### src/qsk_pkg.sv
package qsk_pkg;

    // Normalized distance lane value: Q2.16 between 0 and 3.0.
    localparam int unsigned D_W    = 18;
    // d^2 up to 9.0 in Q4.16, d^4 up to 81.0 in Q7.16, d^5 up to 243.0 in Q8.16.
    localparam int unsigned SQ_W   = 20;
    localparam int unsigned QUAD_W = 23;
    localparam int unsigned P5_W   = 24;
    // Clamped kernel sum before scaling.
    localparam int unsigned SUM_W  = 29;

    localparam logic [D_W-1:0] Q_ONE   = 18'd65536;
    localparam logic [D_W-1:0] Q_TWO   = 18'd131072;
    localparam logic [D_W-1:0] Q_THREE = 18'd196608;

    localparam logic [31:0] INV_H_RESET  = 32'd65536;
    localparam logic [31:0] WSCALE_RESET = 32'd174;

    // Register select bit of the configuration address.
    localparam logic REG_INV_H  = 1'b0;
    localparam logic REG_WSCALE = 1'b1;

    typedef logic [D_W-1:0]  fx_d_t;
    typedef logic [P5_W-1:0] fx_p5_t;

    typedef struct packed {
        logic s1;
        logic s2;
    } qsk_norm_ld_t;

    typedef struct packed {
        logic sq;
        logic quad;
        logic fifth;
    } qsk_pow_ld_t;

    typedef struct packed {
        logic s6;
        logic s7;
    } qsk_scale_ld_t;

endpackage

### src/qsk_pow5.sv
module qsk_pow5
    import qsk_pkg::*;
(
    input  logic        clk,
    input  qsk_pow_ld_t ld,
    input  fx_d_t       d,
    output fx_p5_t      p5
);

    logic [2*D_W-1:0]         sq_full;
    logic [2*SQ_W-1:0]        quad_full;
    logic [QUAD_W+D_W-1:0]    fifth_full;

    fx_d_t                    d_sq_reg;
    logic [SQ_W-1:0]          sq_reg;
    fx_d_t                    d_quad_reg;
    logic [QUAD_W-1:0]        quad_reg;
    fx_p5_t                   p5_reg;

    assign sq_full    = (2*D_W)'(d) * (2*D_W)'(d);
    assign quad_full  = (2*SQ_W)'(sq_reg) * (2*SQ_W)'(sq_reg);
    assign fifth_full = (QUAD_W+D_W)'(quad_reg) * (QUAD_W+D_W)'(d_quad_reg);

    // Square, keep d alongside for the last multiply
    always_ff @(posedge clk)
    begin
        if (ld.sq)
        begin
            sq_reg   <= sq_full[SQ_W+15:16];
            d_sq_reg <= d;
        end
    end

    // Fourth power
    always_ff @(posedge clk)
    begin
        if (ld.quad)
        begin
            quad_reg   <= quad_full[QUAD_W+15:16];
            d_quad_reg <= d_sq_reg;
        end
    end

    // Fifth power
    always_ff @(posedge clk)
    begin
        if (ld.fifth)
        begin
            p5_reg <= fifth_full[P5_W+15:16];
        end
    end

    assign p5 = p5_reg;

endmodule

### config.mk
export PLATFORM = sky130hd
export DESIGN_NAME = qsk_pow5
export DESIGN_NICKNAME = d
export VERILOG_FILES = /design/src/qsk_pkg.sv /design/src/qsk_pow5.sv
export SDC_FILE = /design/constraint.sdc
export NUM_CORES = 2
export LEC_CHECK = 0
export ABC_AREA = 1
export BUFFER_PORTS_ARGS = -buffer_cell sky130_fd_sc_hd__buf_2
export CAP_MARGIN = 30
export CORE_UTILIZATION = 50
export CTS_CLUSTER_DIAMETER = 60
export DETAILED_ROUTE_END_ITERATION = 10
export PLACE_DENSITY_LB_ADDON = 0.15
export SYNTH_ARGS = -nofsm -noshare
export SYNTH_HDL_FRONTEND = slang
export SYNTH_SLANG_ARGS = --single-unit
### constraint.sdc
create_clock -name clk -period 9.9 [get_ports clk]
set_input_delay 0 -clock clk [delete_from_list [all_inputs] [get_ports clk]]
set_output_delay 0 -clock clk [all_outputs]
set_load 0.05 [all_outputs]
==> Yosys cells after proc, flatten, opt, wreduce, memory -nomap -nowiden <==
Index checks and enable logic that the tools add are counted.
{ "op_classes": {"mul": 3} }
{ "ops": {"columns": ["op", "n"], "rows": [
  ["multiplier 23 x 18 -> 40 bit", 1],
  ["multiplier 20 x 20 -> 39 bit", 1],
  ["multiplier 18 x 18 -> 36 bit", 1]
]} }
{ "totals": {"output_inout_bits": 24, "regBits": 103, "in_bits": 22, "wordCells": 8} }

==> Logic depth before layout (Yosys ltp) <==
{ "logic_depth": {"depth_word": 1, "mapped_depth": 28, "ltp_nobuf": 27} }

==> Least setup slack after synthesis <==
Ideal clock, no wire load.
{ "synth_timing": {"path_type": "flip-flop to flip-flop", "startpoint": "register sq_reg[15]", "endpoint": "register quad_reg[15] (data pin)", "stages_incl_launch_ff": 25, "path_buffers": 2, "required_ns": 9.648, "path_slack_ns": 3.828, "arrival_time_ns": 5.820, "setup_ns": 0.252, "path_cell_list": "edfxtp_1 > clkbuf_1 > buf_1 > nand2_1 > fa_1 > inv_1 > fa_1 > inv_1 > fa_1 > inv_1 > fa_1 > fa_1 > fa_1 > inv_1 > fa_1 > inv_1 > ha_1 > a21oi_1 > o21ai_0 > a21oi_1 > nor2_1 > nor3_1 > nand2_1 > nand2_1 > nand2_1"} }
{ "synth_via": {"elab_chain_cells": 1} }
{ "synth_lines": {"columns": ["item", "line_no", "source"], "rows": [
  ["start, declared", "qsk_pow5.sv:15", "logic [SQ_W-1:0] sq_reg;"],
  ["start signal, assigned", "qsk_pow5.sv:29", "sq_reg <= sq_full[SQ_W+15:16];"],
  ["multiplier 20 x 20 -> 39 bit", "qsk_pow5.sv:21", "assign quad_full = (2*SQ_W)'(sq_reg) * (2*SQ_W)'(sq_reg);"],
  ["net quad_full[31]", "qsk_pow5.sv:11", "logic [2*SQ_W-1:0] quad_full;"],
  ["end signal, assigned", "qsk_pow5.sv:39", "quad_reg <= quad_full[QUAD_W+15:16];"],
  ["end, declared", "qsk_pow5.sv:17", "logic [QUAD_W-1:0] quad_reg;"]
]} }
The timed path passes the listed nets, and every way through them passes these cells.
A chain may end at the register's enable or synchronous reset.

==> Final worst setup path <==
{ "layout_timing": {"startpoint": "register sq_reg[4]", "endpoint": "register quad_reg[13] (data pin)"} }
Same word-level chain as after synthesis.

==> results.toml <==
[run_status]
outcome = "complete, no violations"

[logic_synthesis]
ys_types = 44
syn_inst = 4613
synthAdderAreaFrac = 0.559
yosys_register_bits = 103
syn-mean-instance-area_um2 = 8.19
synth_warnings = 0
synth_top_family_by_area = "adder cells"
synthFlopType = "edfxtp_1"
synth_edf_count = 103
synth_xor_xnor_area_share = 0.0160
yosysSeqAreaShare = 0.0818
synth_top_cell_by_area = "fa_1"
synth_compound_gate_area_share = 0.0389
synth.area.top_cells = "fa_1, inv_1, ha_1"
yosys.area.top_type_share = 0.437
synth_mux_area_frac = 0
synth-async-reset-ratio = 0
syn-cell-area_um2 = 37800
synth_nets = 5828
synth_simple_gate_area_share = 0.147

[floorplanning]
ios = 46
coreArea_um2 = 74600
dieWidth_um = 277
die_area_um2 = 76700
die_y_um = 277
start_util = 0.507
rows = 100

[place]
io_buffers = 45
pre_cts_slack_ns = 3.39
post-dp-hpwl_um = 74400
gp_congestion = 0.949

[sta]
hold_viol_final = 0
worst_pin_slew_ns = 1.05
slew_viol_final = 0
slew_headroom = 0.299
min_period_ns = 6.56
rsz0062_at_grt = "no"
setup-tns-final_ns = 0
worst_slack_ns = 3.34
finClkSkew_ns = 0.0243
fmax_mhz = 153
fin_crit_sh = 0.662
finalSetupViolCount = 0

[clocking]
clock_latency_ns = 0.40
numClockSinks = 103
cts_buffers = 9
clockRootBuffer = "clkbuf_16"
htree_levels = 3
cts_max_path_buffers = 2
cts.reportedPaths.clkPinSlew_ns = 0.08
tritoncts = "built"

[flow_run]
max-cap-violations = 0

[critical_path]
critPathKind = "reg -> reg"
cp_slowest_stage_delay_ns = 0.92
cp-start-kind = "flip-flop"
cp_max_fo = 20
critical_path.cell_chain = "nand2_1, fa_1, inv_1, fa_1, fa_1, fa_1, inv_1, fa_1, inv_1, fa_1, fa_1, ha_1, a21oi_1, a21boi_0, nand2_1, nand2_1, nand3_2, nand2_1, nand3_1, nand2_1, nand2_1"
critPathSlowestCell = "edfxtp_1"
critPathArrivalTime_ns = 6.70
cpMostUsedCell = "fa_1"
worstSetupEndpointType = "flip-flop"
required_ns = 10.05

[finish]
nFillCells = 7261
register_area_um2 = 3090
largest_register_ffs = 24
final_nets = 5745
multiInputGateArea_um2 = 28800
area_growth_pct = 3.56
drive_above_1_share = 0.0247
antenna_cells = 0

[detailed_routing]
drc = 0
ant_nets = 0
wl_um = 88400
drtIter0Drc = 1837
viasPerCell = 4.96
wl_per_cell_um = 16.1
vias = 27300
drtPass1Iterations = 6

[global_route]
overflow = 0
grt_usage = 0.248
antenna_found_initial = 0
grt_pass1_wl_um = 152000
grt_max_degree = 40
grt_pass1_vias = 29600

[hold_path]
hp-class = "in -> reg"
==> critical path: cells and delay by family (launching register included) <==
kind	cells	cell delay [ns]
compound gates	2	0.56
fa+ha+maj	8	3.88
buf+inv	3	0.17
flops	1	0.92
simple gates	8	0.78
==> cell usage after synthesis, types with 4 or more instances <==
library cell,number
nand3_1,64
a21boi_0,4
clkbuf_1,131
a21o_1,13
o21ai_0,68
ha_1,368
nor2_2,6
nor3_2,4
nand2_1,1103
xor2_1,49
nand4_1,12
nand2_2,6
edfxtp_1,103
nand3_2,5
or2_2,5
o21bai_1,14
buf_1,22
xnor2_1,20
nor3_1,31
nor2_1,160
o21a_1,10
fa_1,825
inv_1,1420
a21oi_1,133
==> through the flow <==
stage	utilization	cells	instance area [um2]	hold slack, ns
after floorplan	-	4613	37800	0.0989
after global placement	0.519	5482	38700	0.401
after detailed placement	0.520	5485	38800	0.345
after CTS	0.524	5502	39100	0.0811
after global routing	0.525	5504	39100	0.00700
final	0.525	5504	39100	0.0163
==> logic make-up (layout without fill, tap and decap cells) <==
kind of cell,Yosys count,in the layout
adders and majority gates,1193,1193
and+or+nand+nor,1406,1406
AOI/OAI and AO/OA,261,261
DFF,103,103
xor gates and xnor gates,69,69
buffers and inverters,1581,1503
==> cells in the final DEF (no fill, tap or decap), types with 3 or more instances in the layout <==
master     netlist  routed
inv_1         1420    1420
nand2_1       1103    1103
fa_1           825     825
ha_1           368     368
nor2_1         160     160
a21oi_1        133     133
edfxtp_1       103     103
o21ai_0         68      68
nand3_1         64      64
xor2_1          49      49
buf_2            3      45
nor3_1          31      31
xnor2_1         20      20
o21bai_1        14      14
a21o_1          13      13
buf_4            1      13
nand4_1         12      12
o21a_1          10      10
clkbuf_16        0       9
nor2_2           6       6
nand2_2          6       6
nand3_2          5       5
or2_2            5       5
a21boi_0         4       4
nor3_2           4       4
a31oi_1          3       3
clkinv_1         3       3
o21ai_1          3       3
o21ai_2          3       3
nand3b_1         3       3
and2_1           3       3
==> routing by layer <==
layer  vias to the layer above  track usage  share of wire
li1                      13000            -              -
met1                     13500        0.348           0.46
met2                       658        0.417           0.47
met3                        84       0.0340          0.057
met4                         0       0.0395          0.014
met5                         -            0              0
==> timing repair <==
item / CTS / global route
hold buffers: 1 / 0
setup buffers: 0 / 0
endpoints found under the hold margin: 2 / 0
gates resized for setup: 0 / 0
==> final timing paths <==
path | start | to | slack, ns | depth (start not counted)
max reg2reg | sq_reg[4] | quad_reg[13] | 3.34 | 21
min | ld[2] | sq_reg[11] | 0.02 | 1
min reg2reg | d_sq_reg[15] | d_quad_reg[15] | 0.42 | 0
max | sq_reg[4] | quad_reg[13] | 3.34 | 21
==> cell type report <==
type                            instances  share of cell area
Clock inverter                          7             0.00185
Multi-Input combinational cell       2929               0.735
Timing Repair Buffer                   64              0.0113
Inverter                             1423               0.136
Sequential cell                       103              0.0790
Tap cell                              969              0.0310
Clock buffer                            9             0.00575
Power is left out: the tool's default activity adds up to more than one toggle a clock period on the data nets, which glitch-free logic cannot reach.
