**config.mk**
```make
export PLATFORM = sky130hd
export DESIGN_NAME = qsk_norm
export DESIGN_NICKNAME = d
export VERILOG_FILES = /design/src/qsk_pkg.sv /design/src/qsk_norm.sv
export SDC_FILE = /design/constraint.sdc
export NUM_CORES = 2
export LEC_CHECK = 0
export ABC_AREA = 1
export BUFFER_PORTS_ARGS = -buffer_cell sky130_fd_sc_hd__buf_2
export CAP_MARGIN = 25
export CORE_MARGIN = 1.5
export CORE_UTILIZATION = 45
export DETAILED_ROUTE_END_ITERATION = 10
export PLACE_DENSITY = 0.63
export SYNTH_ARGS = -nofsm -noshare
export SYNTH_HDL_FRONTEND = slang
export SYNTH_SLANG_ARGS = --single-unit
```
**constraint.sdc**
```tcl
create_clock -name clk -period 9.2 [get_ports clk]
set_clock_uncertainty 0.15 [all_clocks]
set_input_delay 0.46 -clock clk [delete_from_list [all_inputs] [get_ports clk]]
set_output_delay 0.46 -clock clk [all_outputs]
set_load 0.01 [all_outputs]
```
**src/qsk_pkg.sv**
```systemverilog
package qsk_pkg;

    // Normalized distance lane value: Q2.16 between 0 and 3.0.
    localparam int unsigned D_W    = 18;
    // d^2 up to 9.0 in Q4.16, d^4 up to 81.0 in Q7.16, d^5 up to 243.0 in Q8.16.
    localparam int unsigned SQ_W   = 20;
    localparam int unsigned QUAD_W = 23;
    localparam int unsigned P5_W   = 24;
    // Clamped kernel sum before scaling.
    localparam int unsigned SUM_W  = 29;

    localparam logic [D_W-1:0] Q_ONE   = 18'd65536;
    localparam logic [D_W-1:0] Q_TWO   = 18'd131072;
    localparam logic [D_W-1:0] Q_THREE = 18'd196608;

    localparam logic [31:0] INV_H_RESET  = 32'd65536;
    localparam logic [31:0] WSCALE_RESET = 32'd174;

    // Register select bit of the configuration address.
    localparam logic REG_INV_H  = 1'b0;
    localparam logic REG_WSCALE = 1'b1;

    typedef logic [D_W-1:0]  fx_d_t;
    typedef logic [P5_W-1:0] fx_p5_t;

    typedef struct packed {
        logic s1;
        logic s2;
    } qsk_norm_ld_t;

    typedef struct packed {
        logic sq;
        logic quad;
        logic fifth;
    } qsk_pow_ld_t;

    typedef struct packed {
        logic s6;
        logic s7;
    } qsk_scale_ld_t;

endpackage

```
**src/qsk_norm.sv**
```systemverilog
module qsk_norm
    import qsk_pkg::*;
(
    input  logic         clk,
    input  qsk_norm_ld_t ld,
    input  logic [31:0]  distance,
    input  logic [31:0]  inv_h,
    output logic         oor,
    output fx_d_t        d3,
    output fx_d_t        d2,
    output fx_d_t        d1
);

    logic [63:0] prod_reg;
    logic        oor_reg;
    fx_d_t       d3_reg;
    fx_d_t       d2_reg;
    fx_d_t       d1_reg;

    logic        oor_next;
    fx_d_t       q;
    fx_d_t       d3_next;
    fx_d_t       d2_next;
    fx_d_t       d1_next;

    // Stage 1: scale distance by the inverse smoothing length
    always_ff @(posedge clk)
    begin
        if (ld.s1)
        begin
            prod_reg <= 64'(distance) * 64'(inv_h);
        end
    end

    // Stage 2: range check on q and the three spline offsets
    always_comb
    begin
        q        = prod_reg[33:16];
        oor_next = (|prod_reg[63:34]) || (q >= Q_THREE);
        d3_next  = oor_next ? '0 : Q_THREE - q;
        d2_next  = (!oor_next && q < Q_TWO) ? Q_TWO - q : '0;
        d1_next  = (!oor_next && q < Q_ONE) ? Q_ONE - q : '0;
    end

    always_ff @(posedge clk)
    begin
        if (ld.s2)
        begin
            oor_reg <= oor_next;
            d3_reg  <= d3_next;
            d2_reg  <= d2_next;
            d1_reg  <= d1_next;
        end
    end

    assign oor = oor_reg;
    assign d3  = d3_reg;
    assign d2  = d2_reg;
    assign d1  = d1_reg;

endmodule

```
Yosys cells after proc, flatten, opt, wreduce, memory -nomap -nowiden
Cells that the tools add are included.
{ "op_classes": {"n_mul": 1, "order_cmp": 3, "n_reduce_logical": 5, "addsub": 3} }
{ "op_table": {"columns": ["cell", "n"], "rows": [
  ["multiplier 32 x 32 -> 64 bit", 1],
  ["subtractor 18 bit, first input constant", 2],
  ["OR reduction 30 bit", 1],
  [">= comparator 18 bit, second input constant", 1],
  ["less-than comparator 18 x 17 -> 1 bit, second input constant", 1],
  ["less-than comparator 18 bit, second input constant", 1],
  ["subtractor 17 x 18 -> 18 bit, first input constant", 1],
  ["logical AND 1 bit", 2],
  ["logical NOT 1 bit", 1],
  ["logical OR 1 bit", 1]
]} }
{ "word_totals": {"elab_cells": 17, "input_bits": 67, "reg_bits": 119, "output_inout_bits": 55} }

Longest topological paths before layout
{ "depth": {"depth_word": 4, "mapped_depth": 32, "depth_no_buf": 31} }

Worst setup path after synthesis
Ideal clock, no wire load.
{ "synth_path": {"path_kind": "input to register", "start": "input inv_h[6]", "end": "register prod_reg[32] (data pin)", "n_path_buf": 1, "t_required_ps": 8791, "setup_ps": 259, "arrival_ps": 6157, "slack_ps": 2634, "path_stages": 27, "path_cell_list": "clkbuf_1 -> nand2_1 -> inv_1 -> fa_1 -> fa_1 -> fa_1 -> inv_1 -> fa_1 -> inv_1 -> fa_1 -> inv_1 -> fa_1 -> inv_1 -> fa_1 -> inv_1 -> fa_1 -> inv_1 -> ha_1 -> nand2_1 -> inv_1 -> a21oi_1 -> nor2_1 -> nor2_1 -> nand3_1 -> nand2_1 -> nand2_1 -> xor2_1"} }
{ "synth_via": {"elab_chain_len": 1} }
{ "synth_rtl": {"columns": ["element", "line_no", "text"], "rows": [
  ["start, declared", "qsk_norm.sv:7", "input logic [31:0] inv_h,"],
  ["multiplier 32 x 32 -> 64 bit", "qsk_norm.sv:31", "prod_reg <= 64'(distance) * 64'(inv_h);"],
  ["end signal, assigned", "qsk_norm.sv:31", null],
  ["end, declared", "qsk_norm.sv:14", "logic [63:0] prod_reg;"]
]} }
No other way between the ends.
A chain may end at the register's enable or synchronous reset.

Worst setup path in the final report
{ "layout_path": {"start": "input distance[12]", "end": "register prod_reg[32] (data pin)"} }
{ "layout_via": {"elab_chain_len": 1} }
{ "layout_rtl": {"columns": ["element", "line_no", "text"], "rows": [
  ["start, declared", "qsk_norm.sv:6", "input logic [31:0] distance,"],
  ["multiplier 32 x 32 -> 64 bit", "qsk_norm.sv:31", null]
]} }
No other way between the ends.

==> flow_metrics.py <==
metrics = {
    "yosys": {
        "synth_ff_type": "edfxtp_1",
        "yosysSeqAreaShare": 0.07912,
        "ys_async_sr_fraction": 0,
        "synth_seq_cells": 103,
        "yosysWarnings": 0,
        "synth.distinct_cells": 44,
        "synthesis.area_sq_um": 39090,
        "synth_edf_count": 103,
        "synthCells": 5000,
        "synth_area_per_cell_sq_um": 7.819,
        "syn_nets": 6223,
    },
    "timing": {
        "period_needed_ns": 7.466,
        "fmaxAchievable_ghz": 0.1339,
        "setup-tns-final_ns": 0,
        "tightest_slew_ns": 0.9869,
        "setup_violations": 0,
        "slew_viol_final": 0,
        "slew_headroom": 0.3421,
        "fin_ws_ns": 1.734,
        "finalCritPeriodShare": 0.8115,
        "hold_viol_final": 0,
        "rsz0062_at_grt": "no",
    },
    "routing": {
        "avgRoutedWirePerCell_um": 17.15,
        "viasPerCell": 4.876,
        "drt_pass1_iterations": 6,
        "antenna_left": 0,
        "vias": 29730,
        "route.detailed.drc": 0,
        "drtIter0Drc": 1872,
        "wl_um": 104600,
    },
    "die": {
        "rows": 107,
        "initial_core_util": 0.4563,
        "ios": 122,
        "die_area_sq_um": 88650,
        "chipWidth_um": 297.7,
        "fp.dieH_um": 297.7,
        "coreArea_sq_um": 85680,
    },
    "placed_design": {
        "io_buffers": 121,
        "preCtsSetupSlack_ns": 1.418,
        "dp_hpwl_um": 86470,
        "place.gp.congestion": 0.9518,
    },
    "min_path": {
        "hp-start": "prod_reg[31]$_DFFE_PP_",
        "worstHoldPathType": "register to register",
        "whs_endpoint": "d1[16]$_SDFFCE_PN0P_",
        "holdPathStages": 1,
    },
    "grt": {
        "grt_pass1_wl_um": 173500,
        "track_usage": 0.2484,
        "grt_antenna_before_repair": 3,
        "first_global_vias": 32630,
        "grt_overflow": 0,
        "grt_max_degree": 56,
    },
    "clock_tree": {
        "postCtsSetupBuffers": 0,
        "cts-root-buf": "clkbuf_16",
        "cts_tree": "done",
        "cts_buffers": 9,
        "clock-sinks": 103,
        "cts.clk_slew.worst_paths_ns": 0.07,
        "clock_latency_ns": 0.36,
        "post_cts_resize_count": 0,
        "ctsHoldBuffers": 0,
        "htreeDepth": 3,
        "cts_max_path_buffers": 2,
    },
    "worst_setup_path": {
        "worstPathArrival_ns": 7.40,
        "crit_path_top_delay_cell": "buf_2",
        "rrSetupSlack_ns": 6.83,
        "reg2reg_to": "d2[10]$_SDFFCE_PN0P_",
        "reg2reg_depth": 9,
        "r2r-start": "prod_reg[16]$_DFFE_PP_",
        "startpoint_type": "primary input",
        "crit_buf_inv": 9,
        "end_kind": "register",
        "path_depth": 27,
        "critPathRequiredTime_ns": 9.14,
        "worst-path-max-fanout": 32,
        "path_class": "primary input to register",
        "crit_family": "adder cells",
        "slowest_delay_ns": 0.68,
    },
    "layout": {
        "nets": 6169,
        "fillCellCount": 8533,
        "largest_reg_flops": 48,
        "final_common_cell": "inv_1",
        "final_cell_mix": "inv_1, nand2_1, fa_1",
        "drive_gt1_frac": 0.03696,
        "areaGrowthSynthToFinish_pct": 4.337,
    },
    "job": {
        "cap_viol_max_count": 0,
    },
    "run_status": {
        "status": "finished clean",
    },
}
[worst reg2reg max path: cells and delay by family, from the launching register on]
kind,cells,cell delay (ns)
buf+inv,2,0.22
flops,1,0.41
simple gates,5,0.81
xor+xnor,1,0.32
fa+ha+maj,1,0.21
[synth_stat cells (10+ instances only)]
| cell | count | area, sq um |
|---|---|---|
| o21ai_0 | 51 | 255.2 |
| nand2_1 | 1364 | 5120 |
| o21bai_1 | 10 | 75.07 |
| ha_1 | 261 | 3266 |
| clkbuf_1 | 192 | 720.7 |
| a21oi_1 | 88 | 440.4 |
| nor4_1 | 16 | 100.1 |
| fa_1 | 895 | 17920 |
| xor2_1 | 32 | 280.3 |
| edfxtp_1 | 103 | 3093 |
| nand3_1 | 61 | 305.3 |
| nor2_1 | 191 | 716.9 |
| nor3_1 | 11 | 55.05 |
| nor3_2 | 10 | 100.1 |
| inv_1 | 1662 | 6238 |
[through the flow]
stage | util | instances | hold slack, ns | instance area, sq um
floorplan | - | 5000 | 0.4224 | 39090
detailed placement | 0.4721 | 6079 | 0.4887 | 40450
global placement | 0.4721 | 6079 | 0.4723 | 40450
global route | 0.4761 | 6098 | 0.5026 | 40790
finish | 0.4761 | 6098 | 0.4875 | 40790
CTS | 0.4760 | 6095 | 0.4985 | 40780
[layer usage]
metal | track usage | routed length (um) | up-vias
met2 | 0.4427 | 52450 | 969
met5 | 0 | 0 | -
met1 | 0.3202 | 43130 | 14840
li1 | - | - | 13730
met4 | 0.06948 | 3053 | 0
met3 | 0.02494 | 5936 | 189
[cell families (layout without fill, tap and decap cells)]
family / count (synthesis) / in the layout / synth area share
fa+ha+maj: 1156 / 1156 / 0.5418
other cells: 1 / 4 / 0.00009592
compound gates: 159 / 159 / 0.02157
simple gates: 1682 / 1682 / 0.1699
buf+inv: 1863 / 1814 / 0.1794
flops: 103 / 103 / 0.07912
xor+xnor: 36 / 36 / 0.008065
[worst max-delay path by stage]
stage | end | from
global placement | prod_reg[32]$_DFFE_PP_ | distance[12]
CTS | prod_reg[32]$_DFFE_PP_ | distance[12]
detailed placement | prod_reg[32]$_DFFE_PP_ | distance[12]
floorplan | prod_reg[32]$_DFFE_PP_ | inv_h[6]
global route | prod_reg[32]$_DFFE_PP_ | distance[14]
finish | prod_reg[32]$_DFFE_PP_ | distance[12]
[area by class of cell]
type / count / area (sq um) / share of cell area
diodes: 3 / 7.507 / 0.0001840
clock buffers: 9 / 225.2 / 0.005521
clock inverters: 7 / 105.1 / 0.002577
inverters: 1667 / 6260 / 0.1535
multi-input cells: 3034 / 28990 / 0.7106
flip-flops and latches: 103 / 3093 / 0.07583
well taps: 1144 / 1431 / 0.03509
repair buffers: 131 / 680.7 / 0.01669
Power is left out: the tool's default activity adds up to more than one toggle a clock period on the data nets, which glitch-free logic cannot reach.
