--- config.mk ---
export PLATFORM = sky130hd
export DESIGN_NAME = qsk_scale
export DESIGN_NICKNAME = d
export VERILOG_FILES = /design/src/qsk_pkg.sv /design/src/qsk_scale.sv
export SDC_FILE = /design/constraint.sdc
export NUM_CORES = 2
export LEC_CHECK = 0
export BUFFER_PORTS_ARGS = -buffer_cell sky130_fd_sc_hd__buf_2
export CORE_MARGIN = 1.5
export CORE_UTILIZATION = 40
export DETAILED_ROUTE_END_ITERATION = 16
export GPL_ROUTABILITY_DRIVEN = 0
export PLACE_DENSITY = 0.66
export SKIP_LAST_GASP = 1
export SYNTH_ARGS = -nofsm -noshare
export SYNTH_HDL_FRONTEND = slang
export SYNTH_SLANG_ARGS = --single-unit
export TNS_END_PERCENT = 1
--- constraint.sdc ---
create_clock -name clk -period 12.5 [get_ports clk]
set_input_delay 0.625 -clock clk [delete_from_list [all_inputs] [get_ports clk]]
set_output_delay 0.625 -clock clk [all_outputs]
set_load 0.02 [all_outputs]
--- src/qsk_pkg.sv ---
package qsk_pkg;

    // Normalized distance lane value: Q2.16 between 0 and 3.0.
    localparam int unsigned D_W    = 18;
    // d^2 up to 9.0 in Q4.16, d^4 up to 81.0 in Q7.16, d^5 up to 243.0 in Q8.16.
    localparam int unsigned SQ_W   = 20;
    localparam int unsigned QUAD_W = 23;
    localparam int unsigned P5_W   = 24;
    // Clamped kernel sum before scaling.
    localparam int unsigned SUM_W  = 29;

    localparam logic [D_W-1:0] Q_ONE   = 18'd65536;
    localparam logic [D_W-1:0] Q_TWO   = 18'd131072;
    localparam logic [D_W-1:0] Q_THREE = 18'd196608;

    localparam logic [31:0] INV_H_RESET  = 32'd65536;
    localparam logic [31:0] WSCALE_RESET = 32'd174;

    // Register select bit of the configuration address.
    localparam logic REG_INV_H  = 1'b0;
    localparam logic REG_WSCALE = 1'b1;

    typedef logic [D_W-1:0]  fx_d_t;
    typedef logic [P5_W-1:0] fx_p5_t;

    typedef struct packed {
        logic s1;
        logic s2;
    } qsk_norm_ld_t;

    typedef struct packed {
        logic sq;
        logic quad;
        logic fifth;
    } qsk_pow_ld_t;

    typedef struct packed {
        logic s6;
        logic s7;
    } qsk_scale_ld_t;

endpackage

--- src/qsk_scale.sv ---
module qsk_scale
    import qsk_pkg::*;
(
    input  logic          clk,
    input  qsk_scale_ld_t ld,
    input  fx_p5_t        p3,
    input  fx_p5_t        p2,
    input  fx_p5_t        p1,
    input  logic          oor_in,
    input  logic [31:0]   wscale,
    output logic [31:0]   weight,
    output logic          oor
);

    logic [SUM_W-1:0]       pos;
    logic [SUM_W-1:0]       neg;
    logic [SUM_W-1:0]       sum_next;
    logic [SUM_W+31:0]      scaled;
    logic [31:0]            weight_next;

    logic [SUM_W-1:0]       sum_reg;
    logic                   oor_s6_reg;
    logic [31:0]            weight_reg;
    logic                   oor_reg;

    // Stage 6: combine the three terms, clamp a negative sum to zero
    always_comb
    begin
        pos      = SUM_W'(p3) + SUM_W'({p1, 4'b0000}) - SUM_W'(p1);
        neg      = SUM_W'({p2, 2'b00}) + SUM_W'({p2, 1'b0});
        sum_next = (pos >= neg) ? pos - neg : '0;
    end

    always_ff @(posedge clk)
    begin
        if (ld.s6)
        begin
            sum_reg    <= sum_next;
            oor_s6_reg <= oor_in;
        end
    end

    // Stage 7: apply the weight scale and saturate
    always_comb
    begin
        scaled      = (SUM_W+32)'(sum_reg) * (SUM_W+32)'(wscale);
        weight_next = (|scaled[SUM_W+31:48]) ? 32'hFFFF_FFFF : scaled[47:16];
    end

    always_ff @(posedge clk)
    begin
        if (ld.s7)
        begin
            weight_reg <= weight_next;
            oor_reg    <= oor_s6_reg;
        end
    end

    assign weight = weight_reg;
    assign oor    = oor_reg;

endmodule

## Word-level counts from Yosys, hierarchy flattened

Index checks and enable logic that the tools add are counted.

- Output and inout bits: 33
- Bits in registers: 63

- Multipliers: 1
- Add/subtract/negate cells: 4
- Magnitude comparators: 1
- Reduce and logical (&&, ||, !) cells: 1

Operators with widths:

| kind | count |
|---|---|
| 29-bit by 32-bit multiplier with 61-bit output | 1 |
| 24-bit by 28-bit adder with 29-bit output | 1 |
| 29-bit by 27-bit >= comparator with 1-bit output | 1 |
| 29-bit by 24-bit subtractor with 29-bit output | 1 |
| 29-bit by 27-bit subtractor with 29-bit output | 1 |
| 26-bit by 25-bit adder with 27-bit output | 1 |
| 13-bit OR reduction | 1 |

## Logic depth before layout (Yosys ltp)

- Depth in word-level cells: 3
- Mapped depth: 31

## Worst setup path after synthesis

Ideal clock, no wire load.

- Path kind: input port to flip-flop
- Start: input port wscale[9]
- End: register weight_reg[0], in the netlist weight[0] (data pin)
- Stages on the path: 30
- Arrival: 8.210 ns
- Setup time: 0.281 ns
- Data required time: 12.219 ns
- Setup slack: 4.010 ns
- Cell sequence: clkbuf_1 > clkbuf_1 > nand2_1 > fa_1 > inv_1 > fa_1 > fa_1 > inv_1 > fa_1 > inv_1 > fa_1 > inv_1 > fa_1 > inv_1 > fa_1 > fa_1 > ha_1 > buf_6 > and4_4 > a221o_1 > a21o_1 > a2111oi_4 > a2111oi_1 > o21ai_2 > a21boi_1 > or3_1 > a211o_1 > nor4_4 > buf_6 > nand3_2

- Cells in the longest elaborated chain, start to end: 2

RTL lines:

| item | RTL line | text |
|---|---|---|
| start: declaration | qsk_scale.sv:10 | `input logic [31:0] wscale,` |
| 29-bit by 32-bit multiplier with 61-bit output * | qsk_scale.sv:46 | `scaled = (SUM_W+32)'(sum_reg) * (SUM_W+32)'(wscale);` |
| 13-bit OR reduction | qsk_scale.sv:47 | `weight_next = (\|scaled[SUM_W+31:48]) ? 32'hFFFF_FFFF : scaled[47:16];` |
| end signal: assignment | qsk_scale.sv:54 | `weight_reg <= weight_next;` |
| end: declaration | qsk_scale.sv:23 | `logic [31:0] weight_reg;` |

Every way passes the cells marked *; elsewhere a longest branch is shown, timed or not.
A chain may end at the register's enable or synchronous reset.

## Worst setup path after layout

- Start: register sum_reg[15]
- End: register weight_reg[6], in the netlist weight[6] (data pin)

- Cells in the longest elaborated chain, start to end: 2

RTL lines:

| item | RTL line | text |
|---|---|---|
| start: declaration | qsk_scale.sv:21 | `logic [SUM_W-1:0] sum_reg;` |
| start signal: assignment | qsk_scale.sv:38 | `sum_reg <= sum_next;` |
| 29-bit by 32-bit multiplier with 61-bit output * | qsk_scale.sv:46 |  |
| 13-bit OR reduction | qsk_scale.sv:47 |  |

Marks and branches as above.

==> summary.md <==
| Metric | Value |
|---|---|
| Initial Util | 0.404 |
| Seq cells post-synth | 63 |
| H-Tree Depth | 3 |
| Clock-pin transition on the worst setup and hold timing paths | 0.06 ns |
| Synth async-reset ratio | 0 |
| Slew at the pin closest to its max-slew limit | 1.05 ns |
| Metal2 WL | 49.1 mm |
| Clock latency on the worst-skew pair | 0.37 ns |
| RSZ-0062 raised after global routing | no |
| Remaining antenna violation count | 0 |
| Total negative setup slack | 0 ns |
| Most frequent cell after synthesis | inv_1 |
| I/O pins | 141 |
| Syn Nets | 5386 |
| Final WL | 98.0 mm |
| Post-cts resize count | 0 |
| Worst Path Required | 12.60 ns |
| Top cell type by total area after synthesis | fa_1 |
| Iter 0 DRT Violations | 1408 |
| Clk sinks | 63 |
| Port bufs | 140 |
| Hold Vio Cnt, Final | 0 |
| Final number of setup-violating endpoints | 0 |
| Root Driver | clkbuf_16 |
| Ys Warns | 0 |
| Relative slew margins | 0.281 |
| Max FFs per register | 32 |
| Routed met3 length | roughly 5.4 mm |
| DP HPWL | 75.2 mm |
| Main synth FF type | edfxtp_1 |
| Global-route wire length before repair | 158 mm |
| Final Max Slew Viols | 0 |
| Vias in the first global route | about 29000 |
| Crit path launch type | flop |
| DRC | 0 |
| Vias post-DR | 27300 |
| Hold Crit Class | reg2reg |
| Highest Clock Rate | around 110 MHz |
| Mapped Area | 37100 sq um |
| CTS tree | yes |
| Router iterations before antenna repair | 6 |
| Setup slack after layout | between 3 and 4 ns |
| Num CTS Buffers | 9 |
| Post-synth top cells | 911 x inv_1, 827 x fa_1, 591 x and2_1, 420 x nand2_1, 329 x ha_1 |
| Largest net degree at the start of global routing | 34 |
| Area Overhead vs Synth | 5.57% |
| Synth Instances | about 4000 |
| CP arrival | 9.52 ns |
| Die ar. | 94600 sq um |
| Total GRT Usage | 0.215 |
| Vias per cell | 5.11 |
| Fin crit period | 9.42 ns |
| Area of the core | slightly above 90000 sq um |
| Seq/Total Area, Yosys | 0.0510 |
| M1 WL | between 30 and 40 mm |
| Top cells by area, synth | fa_1 45%, ha_1 11%, and2_1 10% |
| MaxCap Viol Count | 0 |
| Die X-Extent | 308 um |
| Post-synth top area share | 0.446 |
| Hold Buf Count CTS | 0 |
| Yosys cell types | 67 |
| Final Hold Slack | 0.426 ns |
| # Post-CTS Setup Buffers | 0 |
| Status | finished clean |
| Initial antenna violation count | 4 |
| Total gr overflow | 0 |
| Share of layout cells above drive strength 1 | 0.0578 |
| Layout Nets | 5360 |
| CTS Buffer Depth | 2 |
| Syn Area/Cell | between 8 and 9 sq um |
| Worst setup EP type | flop |
| Row count | 111 |
| Die Y | slightly above 300 um |
| Place WS | 3.02 ns |
| Clk_skew | 0.00640 ns |
| Routed wire per std cell | 18.3 um |
| Number of enable flip-flop cells after synthesis | 63 |
| Tcrit/Tclk final | 0.754 |
| Highest routed layer | met5 |
| Kind of critical path | reg2reg |
| Max Fanout on Critical Path | 32 |
## worst max-delay path, cell delays in order (launching register included)
cell and delay, ns:
edfxtp_1 1.02, buf_4 0.35, nand2_1 0.10, fa_1 0.52
fa_1 0.54, inv_1 0.06, fa_1 0.48, fa_1 0.57
fa_1 0.45, fa_1 0.46, fa_1 0.49, inv_1 0.05
fa_1 0.47, inv_1 0.04, ha_1 0.36, a21oi_1 0.20
a21boi_1 0.25, nor2_1 0.05, or3_1 0.37, a311oi_1 0.70
o31ai_1 0.21, xor2_1 0.18, a211o_1 0.32, nor4_4 0.26
buf_4 0.47, nand3_2 0.13
## stage by stage
stage,area (sq um),util,instances
after floorplan,37100,-,4122
after global placement,38800,0.423,5328
after detailed placement,38800,0.423,5328
after CTS,39200,0.427,5344
after global routing,39200,0.427,5344
final,39200,0.427,5346
## final timing paths
check	start	to	slack (ns)	cells past startpoint
max	sum_reg[15]	weight[6]	3.08	25
min	oor_s6_reg	oor	0.43	0
max reg2reg	sum_reg[15]	weight[6]	3.08	25
min reg2reg	oor_s6_reg	oor	0.43	0
## kinds of logic after synthesis
logic type / after synthesis / share of synthesized area
AO/OA/AOI/OAI: 382 / 0.0662
XOR/XNOR: 106 / 0.0250
adder cells (fa/ha/maj): 1156 / 0.557
buffers and inverters: 1125 / 0.115
flip-flops: 63 / 0.0510
multiplexers: 3 / 0.000810
AND/OR/NAND/NOR: 1287 / 0.185
## layout make-up
class / instances / area, sq um
Antenna cell: 2 / 5.00
Clock buffer: 9 / 225
Clock inverter: 7 / 120
Fill cell: 9031 / 52600
Inverter: 912 / 3420
Multi-Input combinational cell: 2934 / 31000
Sequential cell: 63 / 1890
Tap cell: 1243 / 1560
Timing Repair Buffer: 176 / 971
## routing by layer
metal | vias up | GRT usage
met5 | - | 0
met4 | 2 | 0.0849
met3 | 195 | 0.0176
met2 | 928 | 0.378
met1 | 13800 | 0.273
li1 | 12300 | -
## placed cells by master (no fill, tap or decap), types with 4 or more instances in the layout
cell type  Yosys  final
inv_1        911    911
fa_1         827    827
and2_1       591    591
nand2_1      420    420
ha_1         329    329
buf_2          0    140
a21oi_1      125    125
nor2_1        88     88
edfxtp_1      63     63
o21ai_0       62     62
a21o_1        62     62
xnor2_1       59     59
xor2_1        47     46
buf_4          0     36
nor3_1        31     31
nand3_2       30     30
nand3_1       26     26
nand4_1       22     22
o21a_1        21     21
o21bai_1      20     20
nor2b_1       18     18
and3_1        17     17
nand2b_1      15     15
a211oi_1      15     15
a31oi_1       14     14
or3_1         10     10
clkbuf_16      0      9
a211o_1        6      6
nor4_1         5      5
o21ai_1        5      5
o211ai_1       5      5
o31ai_1        5      5
a221oi_1       5      5
and4_1         4      4
a21boi_1       4      4
Power is not shown: default switching activity piles up to over one toggle a cycle in this logic, so the estimate is an artifact.
